$ cat config.mk
export PLATFORM = sky130hd
export DESIGN_NAME = bsc_div_pipe
export DESIGN_NICKNAME = d
export VERILOG_FILES = /design/src/rtl/core/bsc_div_pipe.sv
export SDC_FILE = /design/constraint.sdc
export NUM_CORES = 2
export LEC_CHECK = 0
export BUFFER_PORTS_ARGS = -buffer_cell sky130_fd_sc_hd__buf_2
export CORE_UTILIZATION = 50
export CTS_CLUSTER_SIZE = 10
export DETAILED_ROUTE_END_ITERATION = 10
export PLACE_DENSITY = 0.65
export SLEW_MARGIN = 20
export SYNTH_ARGS = -nofsm -noshare
export SYNTH_HDL_FRONTEND = slang
export SYNTH_SLANG_ARGS = --single-unit
$ cat constraint.sdc
create_clock -name clk -period 8.91 [get_ports clk]
set_input_delay 0.891 -clock clk [delete_from_list [all_inputs] [get_ports clk]]
set_output_delay 0.891 -clock clk [all_outputs]
set_load 0.01 [all_outputs]
$ cat src/rtl/core/bsc_div_pipe.sv
// pipelined unsigned restoring divider, one quotient bit per stage
// depends on nothing but its parameters
`timescale 1ns / 1ps

module bsc_div_pipe #(
  parameter int NUM_W = 32,
  parameter int DEN_W = 17,
  parameter int PAY_W = 8
) (
  input  logic             clk,
  input  logic             rst_n,
  input  logic             adv,
  input  logic             in_valid,
  input  logic [NUM_W-1:0] in_num,
  input  logic [DEN_W-1:0] in_den,
  input  logic [PAY_W-1:0] in_pay,
  output logic             out_valid,
  output logic [NUM_W-1:0] out_quo,
  output logic [PAY_W-1:0] out_pay
);

  logic             v_r   [NUM_W];
  logic [NUM_W-1:0] acc_r [NUM_W];
  logic [DEN_W-1:0] rem_r [NUM_W];
  logic [DEN_W-1:0] den_r [NUM_W];
  logic [PAY_W-1:0] pay_r [NUM_W];

  for (genvar k = 0; k < NUM_W; k++) begin : g_stage
    logic             src_v;
    logic [NUM_W-1:0] src_acc;
    logic [DEN_W-1:0] src_rem;
    logic [DEN_W-1:0] src_den;
    logic [PAY_W-1:0] src_pay;
    logic [DEN_W:0]   trial;
    logic [DEN_W:0]   diff;
    logic             ge;

    if (k == 0) begin : g_first
      assign src_v   = in_valid;
      assign src_acc = in_num;
      assign src_rem = '0;
      assign src_den = in_den;
      assign src_pay = in_pay;
    end else begin : g_next
      assign src_v   = v_r[k-1];
      assign src_acc = acc_r[k-1];
      assign src_rem = rem_r[k-1];
      assign src_den = den_r[k-1];
      assign src_pay = pay_r[k-1];
    end

    assign trial = {src_rem, src_acc[NUM_W-1]};
    assign diff  = trial - {1'b0, src_den};
    assign ge    = (trial >= {1'b0, src_den});

    always_ff @(posedge clk) begin
      if (!rst_n) begin
        v_r[k] <= 1'b0;
      end else if (adv) begin
        v_r[k] <= src_v;
      end
    end

    always_ff @(posedge clk) begin
      if (adv) begin
        acc_r[k] <= {src_acc[NUM_W-2:0], ge};
        rem_r[k] <= ge ? diff[DEN_W-1:0] : trial[DEN_W-1:0];
        den_r[k] <= src_den;
        pay_r[k] <= src_pay;
      end
    end
  end

  assign out_valid = v_r[NUM_W-1];
  assign out_quo   = acc_r[NUM_W-1];
  assign out_pay   = pay_r[NUM_W-1];

endmodule

# After elaboration in Yosys (flattened, before gate mapping)
# Memory sizes are Yosys's and may differ from the RTL's.
# Index checks and enable logic that the tools add are counted.
# Widths: inputs -> output; s select.
[totals]
memories = 5
out_inout_bits = 41
ram_bits = 2400
regBits = 0
[classes]
n_addsub = 32
mux = 69
order_cmp = 32
bitwise = 32
[mem_list]
columns = ["name", "depth", "word_bits", "read_ports", "rd_ports_with_merged_regs", "wr", "line_no", "rtl"]
rows = [
  ["acc_r", 32, 32, 32, 0, 32, "23", "logic [NUM_W-1:0] acc_r [NUM_W];"],
  ["den_r", 32, 17, 31, 0, 32, "25", "logic [DEN_W-1:0] den_r [NUM_W];"],
  ["rem_r", 32, 17, 31, 0, 32, "24", "logic [DEN_W-1:0] rem_r [NUM_W];"],
  ["pay_r", 32, 8, 32, 0, 32, "26", "logic [PAY_W-1:0] pay_r [NUM_W];"],
  ["v_r", 32, 1, 32, 0, 32, "22", "logic v_r [NUM_W];"],
]
[op_table]
columns = ["op", "n"]
rows = [
  ["$ge 18x17->1", 31],
  ["$mux 17", 32],
  ["$sub 17x17->17", 31],
  ["$mux 1", 37],
  ["$or 1x1->1", 32],
  ["$ge 1x17->1", 1],
  ["$sub 1x17->17", 1],
]

# Depth between registers and ports, before layout
[logic_depth]
ltp_word = 4
mapped_depth = 14

# Worst setup path after synthesis
# Ideal clock, no wire load.
[synth_path]
path_kind = "flip-flop to flip-flop"
startpoint = "memory acc_r[6][31]"
endpoint = "memory rem_r[7][8] (netlist: rem_r[0][127]), data pin"
arrival_time_ps = 3103
n_path_buf = 1
stages_incl_launch_ff = 14
path_slack_ps = 5547
synth_period_minus_slack_ps = 3363
setup_ps = 260
path_cell_list = "edfxtp_1 -> inv_1 -> ha_1 -> inv_1 -> fa_1 -> a21oi_2 -> o221ai_2 -> a221oi_2 -> o31ai_1 -> a21oi_1 -> nor2_1 -> a2111oi_4 -> buf_6 -> mux2_2"
[synth_lines]
columns = ["element", "line_no"]
rows = [
  ["start: declaration", "23"],
  ["end: declaration", "24"],
]

==> impl_metrics.py <==
metrics = {
    "run_status": {
        "run_status": "finished, final reports clean",
    },
    "timing": {
        "timing.fmax_mhz": 243,
        "timing.final.crit_share_pct": 46.2,
        "finalWorstSetupSlack_ns": 4.80,
        "worst_pin_slew_ns": 1.06,
        "fin_worst_skew_ns": 0.0520,
        "setup_viol": 0,
        "rsz0062_at_grt": "false",
        "holdWs_ns": 0.164,
        "hold_viol": 0,
        "finalSetupTns_ns": 0,
        "max_slew_margin_pct": 29.0,
        "period_needed_ns": 4.11,
        "maxSlewViolCount": 0,
    },
    "cts": {
        "clk_latency_ns": 0.90,
        "cts_tree": "built",
        "root_buffer": "clkbuf_16",
        "cts_resized": 0,
        "clkTransAtPathRegs_ns": 0.05,
        "cts.path.max_buffers": 4,
        "post_cts_buffers": 0,
        "cts_hold_buf": 0,
        "h-tree-depth": 5,
        "clock_sinks": 2366,
        "cts_buffers": 295,
    },
    "grt": {
        "antenna_found_initial": 2,
        "grt_overflow_total": 0,
        "grt_pass1_wl_um": 282000,
        "grt_util_all_layers_pct": 17.0,
        "grt_max_degree": 197,
        "grt_pass1_vias": 53758,
    },
    "drt": {
        "vias": 54335,
        "wl_per_cell_um": 17.4,
        "drt_first_pass_iters": 6,
        "routed_wl_um": 175000,
        "initialDrtViolationCount": 4195,
        "detail-route-antenna-nets": 0,
        "drc": 0,
        "viasPerCell": 5.40,
    },
    "setup_path": {
        "slowest_delay_ns": 0.73,
        "crit_chain": "inv_1 -> ha_1 -> inv_1 -> fa_1 -> a21o_1 -> a21oi_1 -> o21ai_0 -> a211oi_1 -> a2111o_1 -> nand3_1 -> mux2_2",
        "start_kind": "register",
        "r2r-start": "acc_r[2][31]",
        "rr_worst_depth": 11,
        "cp.required_ns": 9.52,
        "crit_family": "compound AO/OA/AOI/OAI gates",
        "critPathCaptureType": "register",
        "worst_ep_arrival_time_ns": 4.73,
        "reg2reg_to": "rem_r[0][63]",
        "crit_top_cell": "inv_1",
        "reg2reg_slack_ns": 4.80,
        "crit_slowest_cell": "nand3_1",
        "critPathMaxFanout": 26,
        "crit_type": "register to register",
        "crit_buf_inv": 2,
    },
    "synthesis": {
        "synth-simple-area-share_pct": 5.77,
        "syn_nets": 7600,
        "synthMuxAreaShare_pct": 2.26,
        "ys_seq_area_share_pct": 69.7,
        "synth.avg_cell_area_um2": 14.6,
        "yosys_register_bits": 2366,
        "yosys-top-cells-count": "2365 x edfxtp_1, 682 x inv_1, 529 x ha_1",
        "synth_xor_area_share_pct": 3.40,
        "yosys.cell_count.top_type": "edfxtp_1",
        "synth.distinct_cells": 82,
        "ys_top_cells_by_area": "edfxtp_1 70%, ha_1 6.5%, inv_1 2.5%",
        "synthAdderAreaFrac_pct": 7.09,
        "synth-edff-count": 2365,
        "synthArstFlopShare_pct": 0,
        "synthFlopType": "edfxtp_1",
        "yosysWarnings": 0,
        "syn_inst": 6980,
        "synth_compound_area_share_pct": 8.88,
        "syn-cell-area_mm2": 0.102,
        "yosys.area.top_type_share_pct": 69.7,
        "yosysTopAreaCell": "edfxtp_1",
        "synth_top_family_by_area": "compound AO/OA/AOI/OAI gates",
    },
    "pwr": {
        "p_clk_share_pct": 26.3,
        "switchingPower_mw": 11.9,
        "combPwrFrac_pct": 31.6,
        "p_leak_nw": 43.7,
        "p_per_area_mw_per_mm2": 337,
        "pwr-share-seq_pct": 42.1,
        "sw_frac_of_total_pct": 31.0,
        "ir_drop_uv": 221,
        "p_int_mw": 26.4,
    },
    "hold_path": {
        "min_from": "in_num[8]",
        "hold_class": "input port to register",
        "hold_path_end": "acc_r[0][9]",
        "whs_path_depth": 1,
    },
    "floorplanning": {
        "num_io_pins": 102,
        "rows": 165,
        "start_util_pct": 50.4,
        "dieArea_mm2": 0.206,
        "die_width_um": 453,
        "die_h_um": 453,
        "core_area_mm2": 0.202,
    },
    "placement": {
        "pre_cts_slack_ns": 4.87,
        "gp_routability_congestion": 0.890,
        "dpl_cell_area_mm2": 0.106,
        "place.detailed.hpwl_um": 117000,
        "portBuffers": 101,
        "dp.cells": 9696,
    },
    "finish": {
        "stdcell_area_mm2": 0.114,
        "seqCellArea_mm2": 0.0710,
        "fin_cells": 10066,
        "syn_to_final_growth_pct": 11.6,
        "finalNetCount": 7942,
        "drive_gt1_share_pct": 9.58,
        "nFillCells": 16013,
        "multi_input_area_mm2": 0.0280,
    },
    "flow_run": {
        "cap_violations": 0,
    },
}
## per-layer routing
layer	vias up	GRT usage, %	wire (µm)
li1	26638	-	-
met1	26232	23.0	78400
met2	1074	27.8	83600
met3	391	2.75	7130
met4	0	6.25	5570
met5	-	0	0
## cells in the final DEF, fill, tap and decap left out, types with 13 or more instances in the layout
| cell type | n |
|---|---|
| o21ai_0 | 324 |
| a21o_1 | 201 |
| mux2_2 | 194 |
| nor2b_1 | 53 |
| o21a_1 | 64 |
| xnor2_1 | 255 |
| edfxtp_1 | 2365 |
| nand3b_1 | 15 |
| a31oi_1 | 75 |
| fa_1 | 30 |
| o31ai_1 | 33 |
| or2_2 | 29 |
| nand4_1 | 69 |
| nand3_1 | 63 |
| clkbuf_16 | 301 |
| buf_12 | 13 |
| inv_1 | 682 |
| o21bai_1 | 61 |
| a211o_1 | 16 |
| and3_1 | 67 |
| nand2_1 | 394 |
| a211oi_1 | 51 |
| buf_4 | 22 |
| buf_2 | 100 |
| a21oi_1 | 436 |
| nor3_1 | 93 |
| clkinv_1 | 17 |
| o211ai_1 | 29 |
| ha_1 | 529 |
| nand2b_1 | 48 |
| nor2_1 | 328 |
| or3_1 | 21 |
| xor2_1 | 140 |
| clkbuf_1 | 36 |
## power groups by stage
| stage | combinational [mW] | sequential, mW | clock, mW |
|---|---|---|---|
| 6_report | 12.1 | 16.1 | 10.0 |
| 5_1_grt | 13.6 | 16.3 | 10.8 |
| 4_1_cts | 12.1 | 16.2 | 10.4 |
| 3_5_place_dp | 12.0 | 16.4 | 0 |
| 3_3_place_gp | 11.7 | 16.4 | 0 |
| 2_1_floorplan | 9.50 | 15.8 | 0 |
## per-stage QoR
stage | utilization (%) | total power [mW]
detailed placement | 52.3 | 28.4
global route | 56.2 | 40.7
CTS | 56.2 | 38.7
finish | 56.2 | 38.3
global placement | 52.3 | 28.1
floorplan | - | 25.3
## logic make-up (layout without fill, tap and decap cells)
group / Yosys count / count (layout)
muxes: 206 / 206
AOI/OAI and AO/OA: 1438 / 1438
other: 0 / 1
adders and majority gates: 559 / 559
buffers and inverters: 774 / 1187
DFF: 2366 / 2366
xor gates and xnor gates: 395 / 395
and+or+nand+nor: 1242 / 1242
## how the worst max path moves through the flow
| stage | from | endpoint | slack (ns) | cells after the start |
|---|---|---|---|---|
| 4_1_cts | acc_r[2][31] | rem_r[0][63] | 4.82 | 11 |
| 6_report | acc_r[2][31] | rem_r[0][63] | 4.80 | 11 |
| 5_1_grt | acc_r[2][31] | rem_r[0][63] | 4.49 | 11 |
| 3_3_place_gp | acc_r[2][31] | rem_r[0][54] | 4.91 | 11 |
| 2_1_floorplan | acc_r[6][31] | rem_r[0][127] | 5.55 | 13 |
| 3_5_place_dp | acc_r[2][31] | rem_r[0][64] | 4.87 | 11 |
## state kept, by name (all words and copies together), names as in the netlist
| name | count |
|---|---|
| den_r | 527 |
| v_r | 32 |
| rem_r | 527 |
| pay_r | 256 |
| acc_r | 1024 |
## area by class of cell
class,count,share of cell area [%]
Antenna cell,1,0.00220
Clock buffer,337,6.74
Clock inverter,31,0.149
Inverter,683,2.25
Multi-Input combinational cell,3840,24.6
Sequential cell,2366,62.5
Tap cell,2672,2.94
Timing Repair Buffer,136,0.824
## worst reg2reg max path, stage by stage, from the launching register on
cell      delay [ns]
edfxtp_1        0.38
inv_1           0.07
ha_1            0.16
inv_1           0.06
fa_1            0.41
a21o_1          0.18
a21oi_1         0.28
o21ai_0         0.16
a211oi_1        0.60
a2111o_1        0.25
nand3_1         0.73
mux2_2          0.57
(Power assumes the default switching activity.)
