===== config.mk =====
export PLATFORM = sky130hd
export DESIGN_NAME = bsc_back
export DESIGN_NICKNAME = d
export VERILOG_FILES = /design/src/rtl/core/bsc_pkg.sv /design/src/rtl/core/bsc_back.sv
export SDC_FILE = /design/constraint.sdc
export NUM_CORES = 2
export LEC_CHECK = 0
export BUFFER_PORTS_ARGS = -buffer_cell sky130_fd_sc_hd__buf_2
export CORE_ASPECT_RATIO = 1.75
export CORE_MARGIN = 2
export CORE_UTILIZATION = 62
export CTS_BUF_LIST = sky130_fd_sc_hd__clkbuf_2
export DETAILED_ROUTE_END_ITERATION = 6
export MAX_ROUTING_LAYER = met4
export PLACE_DENSITY = 0.78
export SETUP_SLACK_MARGIN = 0.4
export SLEW_MARGIN = 10
export SYNTH_ARGS = -nofsm -noshare
export SYNTH_HDL_FRONTEND = slang
export SYNTH_SLANG_ARGS = --single-unit

===== constraint.sdc =====
create_clock -name clk -period 8.8 [get_ports clk]
set_clock_uncertainty 0.15 [all_clocks]
set_input_delay 0 -clock clk [delete_from_list [all_inputs] [get_ports clk]]
set_output_delay 0 -clock clk [all_outputs]
set_load 0.05 [all_outputs]

===== src/rtl/core/bsc_pkg.sv =====
// types and constants of the barometric compensation block
// no dependencies
`timescale 1ns / 1ps

package bsc_pkg;

  typedef struct packed {
    logic [15:0] raw_temperature;
    logic [18:0] raw_pressure;
  } in_item_t;

  typedef struct packed {
    logic signed [15:0] temperature_tenths;
    logic [17:0]        pressure_pa;
    logic               divide_error;
  } out_item_t;

  // calibration words as held in the register file
  typedef struct packed {
    logic signed [15:0] ac1;
    logic signed [15:0] ac2;
    logic signed [15:0] ac3;
    logic [15:0]        ac4;
    logic [31:0]        ac5_ac6;
    logic [31:0]        b1_b2;
    logic [31:0]        mc_md;
    logic [1:0]         oss;
  } cal_t;

  // register indexes
  localparam logic [2:0] REG_AC1     = 3'd0;
  localparam logic [2:0] REG_AC2     = 3'd1;
  localparam logic [2:0] REG_AC3     = 3'd2;
  localparam logic [2:0] REG_AC4     = 3'd3;
  localparam logic [2:0] REG_AC5_AC6 = 3'd4;
  localparam logic [2:0] REG_B1_B2   = 3'd5;
  localparam logic [2:0] REG_MC_MD   = 3'd6;
  localparam logic [2:0] REG_OSS     = 3'd7;

  // divider geometry
  localparam int T_NUM_W = 27;
  localparam int T_DEN_W = 18;
  localparam int P_NUM_W = 32;
  localparam int P_DEN_W = 17;

  localparam logic signed [31:0] B6_OFS     = 32'sd4000;
  localparam logic [31:0]        B4_OFS     = 32'd32768;
  localparam logic [15:0]        B7_SCALE   = 16'd50000;
  localparam logic signed [31:0] P_C1       = 32'sd3038;
  localparam logic signed [31:0] P_C2       = -32'sd7357;
  localparam logic signed [31:0] P_C3       = 32'sd3791;
  localparam logic signed [31:0] T_MAX      = 32'sd32767;
  localparam logic signed [31:0] T_MIN      = -32'sd32768;
  localparam logic signed [31:0] P_MAX      = 32'sd262143;

  // side data riding through the temperature divider
  typedef struct packed {
    logic signed [16:0] x1;
    logic               neg;
    logic               err;
    logic [18:0]        up;
  } tdiv_pay_t;

  // side data riding through the pressure divider
  typedef struct packed {
    logic signed [15:0] t;
    logic               err;
    logic               hi;
  } pdiv_pay_t;

endpackage


===== src/rtl/core/bsc_back.sv =====
// final stages: pressure correction polynomial and output saturation
// depends on bsc_pkg
`timescale 1ns / 1ps

module bsc_back (
  input  logic                    clk,
  input  logic                    rst_n,
  input  logic                    adv,
  input  logic                    in_valid,
  input  logic [31:0]             in_quo,
  input  bsc_pkg::pdiv_pay_t      in_pay,
  output logic                    out_valid,
  output bsc_pkg::out_item_t      out_item
);
  import bsc_pkg::*;

  logic [31:0]        q;
  logic signed [31:0] p, ps;
  logic signed [63:0] m_sq, m_np;

  logic               v1_r;
  logic signed [31:0] p1_r, sq1_r, np1_r;
  logic signed [15:0] t1_r;
  logic               err1_r;

  logic signed [63:0] m_c1;
  logic signed [31:0] c1_w;
  logic               v2_r;
  logic signed [31:0] p2_r, x1_2_r, x2_2_r;
  logic signed [15:0] t2_r;
  logic               err2_r;

  logic signed [31:0] corr, pf;
  logic [17:0]        psat;

  always_comb begin
    q    = in_pay.hi ? {in_quo[30:0], 1'b0} : in_quo;
    p    = $signed(q);
    ps   = p >>> 8;
    m_sq = 64'(ps) * 64'(ps);
    m_np = 64'(P_C2) * 64'(p);
  end

  always_comb begin
    m_c1 = 64'(sq1_r) * 64'(P_C1);
    c1_w = m_c1[31:0];
  end

  always_comb begin
    corr = (x1_2_r + x2_2_r + P_C3) >>> 4;
    pf   = p2_r + corr;
    if (pf < 0) begin
      psat = '0;
    end else if (pf > P_MAX) begin
      psat = P_MAX[17:0];
    end else begin
      psat = pf[17:0];
    end
  end

  always_ff @(posedge clk) begin
    if (!rst_n) begin
      v1_r <= 1'b0;
      v2_r <= 1'b0;
    end else if (adv) begin
      v1_r <= in_valid;
      v2_r <= v1_r;
    end
  end

  always_ff @(posedge clk) begin
    if (adv) begin
      p1_r   <= p;
      sq1_r  <= m_sq[31:0];
      np1_r  <= m_np[31:0];
      t1_r   <= in_pay.t;
      err1_r <= in_pay.err;

      p2_r   <= p1_r;
      x1_2_r <= c1_w >>> 16;
      x2_2_r <= np1_r >>> 16;
      t2_r   <= t1_r;
      err2_r <= err1_r;
    end
  end

  assign out_valid                   = v2_r;
  assign out_item.temperature_tenths = err2_r ? '0 : t2_r;
  assign out_item.pressure_pa        = err2_r ? '0 : psat;
  assign out_item.divide_error       = err2_r;

endmodule

---- Yosys cells after proc, flatten, opt, wreduce, memory -nomap -nowiden ----
Cells that the tools add are included.
operators by class
  $add $sub $neg .......................... 3
  multipliers ............................. 3
  div/mod/pow operators ................... 0
  order comparisons ....................... 2
  equal/unequal tests ..................... 0
  shift operators ......................... 0
  muxes and demuxes ....................... 5
  bitwise operators ....................... 0
  reduce and logical (&&, ||, !) cells .... 0
operators with widths
  cell                    number
  $mux 18                 3
  $add 32x14->32          1
  $gt 32x19->1 const B    1
  $lt 32x1->1 const B     1
  $mul 14x32->32 const A  1
  $mul 24x24->32          1
  $mul 32x12->31 const B  1
  $mux 32                 1
  $add 17x13->18 const B  1
  $add 16x16->17          1
  $mux 16                 1
word-level totals
  register bits after elaboration ......... 196
  latch bits .............................. 0
  RAM bits ................................ 0
  bits in read-only memories .............. 0
  input port bits ......................... 54
  logic and storage cells ................. 25
  memories ................................ 0

---- Longest topological paths before layout ----
  depth in word-level cells ............... 7
  gate-level depth with buffers ........... 32
  gate-level depth less buffers ........... 28

---- Worst setup path before layout ----
Ideal clock, no wire load.
  kind .................................... input-to-reg
  from .................................... in in_pay[0] in the netlist's numbering
  to ...................................... reg sq1_r[30], data pin
  setup time .............................. 0.260 ns
  arrival time ............................ 7.503 ns
  slack ................................... 0.887 ns
  cell stages on the path ................. 29
  path through ............................ clkbuf_1 -> buf_1 -> clkbuf_1 -> mux2i_1 -> clkinv_1 -> nand2_1 -> fa_1 -> fa_1 -> fa_1 -> inv_1 -> fa_1 -> inv_1 -> fa_1 -> inv_1 -> fa_1 -> inv_1 -> fa_1 -> inv_1 -> ha_1 -> a21o_1 -> nand2_1 -> o211ai_1 -> a31oi_1 -> a211oi_1 -> a41o_1 -> o21ai_0 -> nand2b_1 -> a21oi_1 -> xnor2_1
between the ends
  word-level cells in the longest chain between the ends .. 2
ends and longest elaborated chain
  item                  RTL line        source
  from (decl)           bsc_back.sv:11  input bsc_pkg::pdiv_pay_t in_pay,
  $mux 32               bsc_back.sv:37  q = in_pay.hi ? {in_quo[30:0], 1'b0} : in_quo;
  via p[22]             bsc_back.sv:18  logic signed [31:0] p, ps;
  $mul 24x24->32        bsc_back.sv:40  m_sq = 64'(ps) * 64'(ps);
  via m_sq[30]          bsc_back.sv:19  logic signed [63:0] m_sq, m_np;
  to (signal assigned)  bsc_back.sv:74  sq1_r <= m_sq[31:0];
  to (decl)             bsc_back.sv:22  logic signed [31:0] p1_r, sq1_r, np1_r;
The timed path passes the listed nets, and every way through them passes these cells.
A chain may end at the register's enable or synchronous reset.

---- Worst setup path in the final report ----
  from .................................... in in_quo[20]
  to ...................................... reg sq1_r[30], data pin
between the ends
  word-level cells in the longest chain between the ends .. 2
ends and longest elaborated chain
  item            RTL line        source
  from (decl)     bsc_back.sv:10  input logic [31:0] in_quo,
  $mux 32         bsc_back.sv:37
  via p[20]       bsc_back.sv:18
  $mul 24x24->32  bsc_back.sv:40
  via m_sq[30]    bsc_back.sv:19
The timed path passes the listed nets, and every way through them passes these cells.

==> results.json <==
{
  "avgViaCountPerCell": 5.60,
  "root_buffer": "clkbuf_2",
  "cts_tree": "built",
  "drtAntennaViolNets": 0,
  "async_flop_share": 0,
  "crit_type": "input pin to flop",
  "cts.path.max_buffers": 2,
  "clk_latency_ps": 900,
  "overflow": 0,
  "grt_pass1_wl_um": 119000,
  "dieWidth_um": 169,
  "placed_cell_area_um2": 30800,
  "htreeDepth": 4,
  "required_ps": 9280,
  "grt_antenna_before_repair": 1,
  "nFillCells": 3567,
  "yosysUniqueCellTypes": 73,
  "dieArea_um2": 49300,
  "dp_hpwl_um": 63100,
  "hold_viol": 0,
  "drc": 0,
  "reg2reg_depth": 19,
  "netlist_area_um2": 29500,
  "r2r_setup_slack_ps": 2110,
  "layout.nets": 3987,
  "clkSinkCount": 177,
  "slew_headroom": 0.304,
  "status": "completed",
  "synth.most_common_cell": "inv_1",
  "multiInputGateArea_um2": 21100,
  "drive_above_1_share": 0.0648,
  "num_rows": 105,
  "rsz0062_at_grt": "true",
  "start_kind": "input pin",
  "critPathArrivalTime_ps": 8650,
  "worst_slew_pin_slew_ps": 1040,
  "synth.avg_cell_area_um2": 10.6,
  "fmax_ghz": 0.122,
  "yosysTopAreaCell": "fa_1",
  "yosys_register_bits": 177,
  "wire_per_inst_um": 20.8,
  "synth.area.top_cells": "fa_1 (37%), edfxtp_1 (18%), ha_1 (17%), inv_1 (10%), xnor2_1 (2.8%)",
  "syn_to_final_growth_pct": 8.48,
  "core-area_um2": 46900,
  "seqCellArea_um2": 5300,
  "r2r_end": "x1_2_r[15]",
  "crit_path_start": "in_quo[20]",
  "cts_buffers": 17,
  "r2r-start": "sq1_r[7]",
  "synthCells": 2779,
  "synth-main-ff-cell": "edfxtp_1",
  "crit_fanout": 11,
  "finalMaxSlewViolations": 0,
  "vias": 20100,
  "fp.dieH_um": 292,
  "whs_endpoint": "p1_r[1]",
  "first_pass_iters": 7,
  "port_buffers": 89,
  "drt_wl_total_um": 74600,
  "drt_iter0_drc": 1064,
  "period_share": 0.929,
  "synth_seq_area_share": 0.180,
  "endpoint_kind": "flop",
  "synth_edf_count": 175,
  "finalSetupTns_ps": 0,
  "slowest_delay_ps": 600,
  "grt_usage": 0.330,
  "grt_max_degree": 110,
  "synthTopCellsByCount": "inv_1 (794), fa_1 (547), ha_1 (407)",
  "ys_warn_count": 0,
  "final_design_area_no_fill_um2": 31900,
  "grt_pass1_vias": 23100,
  "worst_path_max_delay_cell": "dlygate4sd3_1",
  "holdPathStages": 4,
  "drv_cap": 0,
  "path_clk_slew_ps": 310,
  "netlist.area_leader.share": 0.372,
  "min_path_type": "input pin to flop",
  "holdCritStartpoint": "in_quo[0]",
  "gp_congestion": 0.996,
  "finalCriticalPeriod_ps": 8170,
  "start_util": 0.628,
  "setup_viol": 0,
  "io_pins": 90,
  "path_common_cell": "fa_1"
}
==> cell type report <==
cell class                      count  share of cell area
Clock buffer                       18             0.00282
Timing Repair Buffer              212              0.0499
Clock inverter                     14             0.00509
Inverter                          799              0.0939
Sequential cell                   177               0.166
Multi-Input combinational cell   1772               0.659
Tap cell                          588              0.0230
Antenna cell                        1           0.0000783
==> critical path, delay by kind of cell <==
kind | cells | cell delay, ps
fa+ha+maj | 8 | 3580
xor+xnor | 1 | 90
simple gates | 3 | 380
compound gates | 7 | 1610
mux | 1 | 200
buf+inv | 10 | 2790
==> repair_timing <==
item	4_1_cts	5_1_grt
endpoints found under the setup margin	18	22
hold buffers	85	0
hold endpoints to repair	161	0
setup buffers	0	0
gates resized for setup	1	10
==> worst max-delay path by stage <==
stage                   endpoint  slack (ps)  cells past startpoint
CTS                 out_item[17]         430                     26
global route           sq1_r[30]         350                     30
finish                 sq1_r[30]         630                     30
global placement       sq1_r[30]         910                     26
floorplan              sq1_r[30]         890                     29
detailed placement     sq1_r[30]         800                     26
==> cells by family (layout without fill, tap and decap cells) <==
kind of cell	count (synthesis)	count (layout)	synth area share
multiplexers	37	37	0.0127
XOR/XNOR	129	129	0.0384
AO/OA/AOI/OAI	249	249	0.0582
adder cells (fa/ha/maj)	954	954	0.545
AND/OR/NAND/NOR	400	400	0.0596
buffers and inverters	831	1043	0.106
flip-flops	177	177	0.180
other	2	4	0.000255
==> metrics by stage <==
step	cells	hold slack [ps]	utilization	setup slack, ps
4_1_cts	3580	5.20	0.680	433
3_5_place_dp	3463	28.1	0.657	798
5_1_grt	3581	42.5	0.681	349
2_1_floorplan	2780	-51.1	-	887
3_3_place_gp	3463	26.9	0.657	910
6_report	3581	105	0.681	627
==> state kept, by name, indices dropped and copies added, names as in the netlist <==
signal	flops
x1_2_r	16
sq1_r	29
out_valid	1
p2_r	32
t1_r	16
v1_r	1
x2_2_r	16
err1_r	1
p1_r	32
np1_r	16
err2_r	1
t2_r	16
==> cells in the final DEF, fill, tap and decap left out, drive strengths merged, types with 17 or more instances in the layout <==
cell / synthesis / routed
a21o: 31 / 31
nor2: 141 / 141
xnor2: 94 / 94
a21oi: 91 / 91
edfxtp: 175 / 175
clkbuf: 26 / 18
ha: 407 / 407
dlygate4sd3: 0 / 85
nand2: 149 / 149
xor2: 35 / 35
nor3: 17 / 17
inv: 794 / 802
mux2i: 34 / 34
o21ai: 41 / 41
buf: 6 / 127
nor2b: 24 / 24
fa: 547 / 547
==> per-layer routing <==
metal	vias to the layer above	track usage	share of wire
li1	8985	-	-
met1	10100	0.321	0.32
met4	0	0.260	0.099
met5	-	-	0
met3	347	0.0342	0.038
met2	674	0.592	0.54
Power is not shown: default switching activity piles up to over one toggle a cycle in this logic, so the estimate is an artifact.
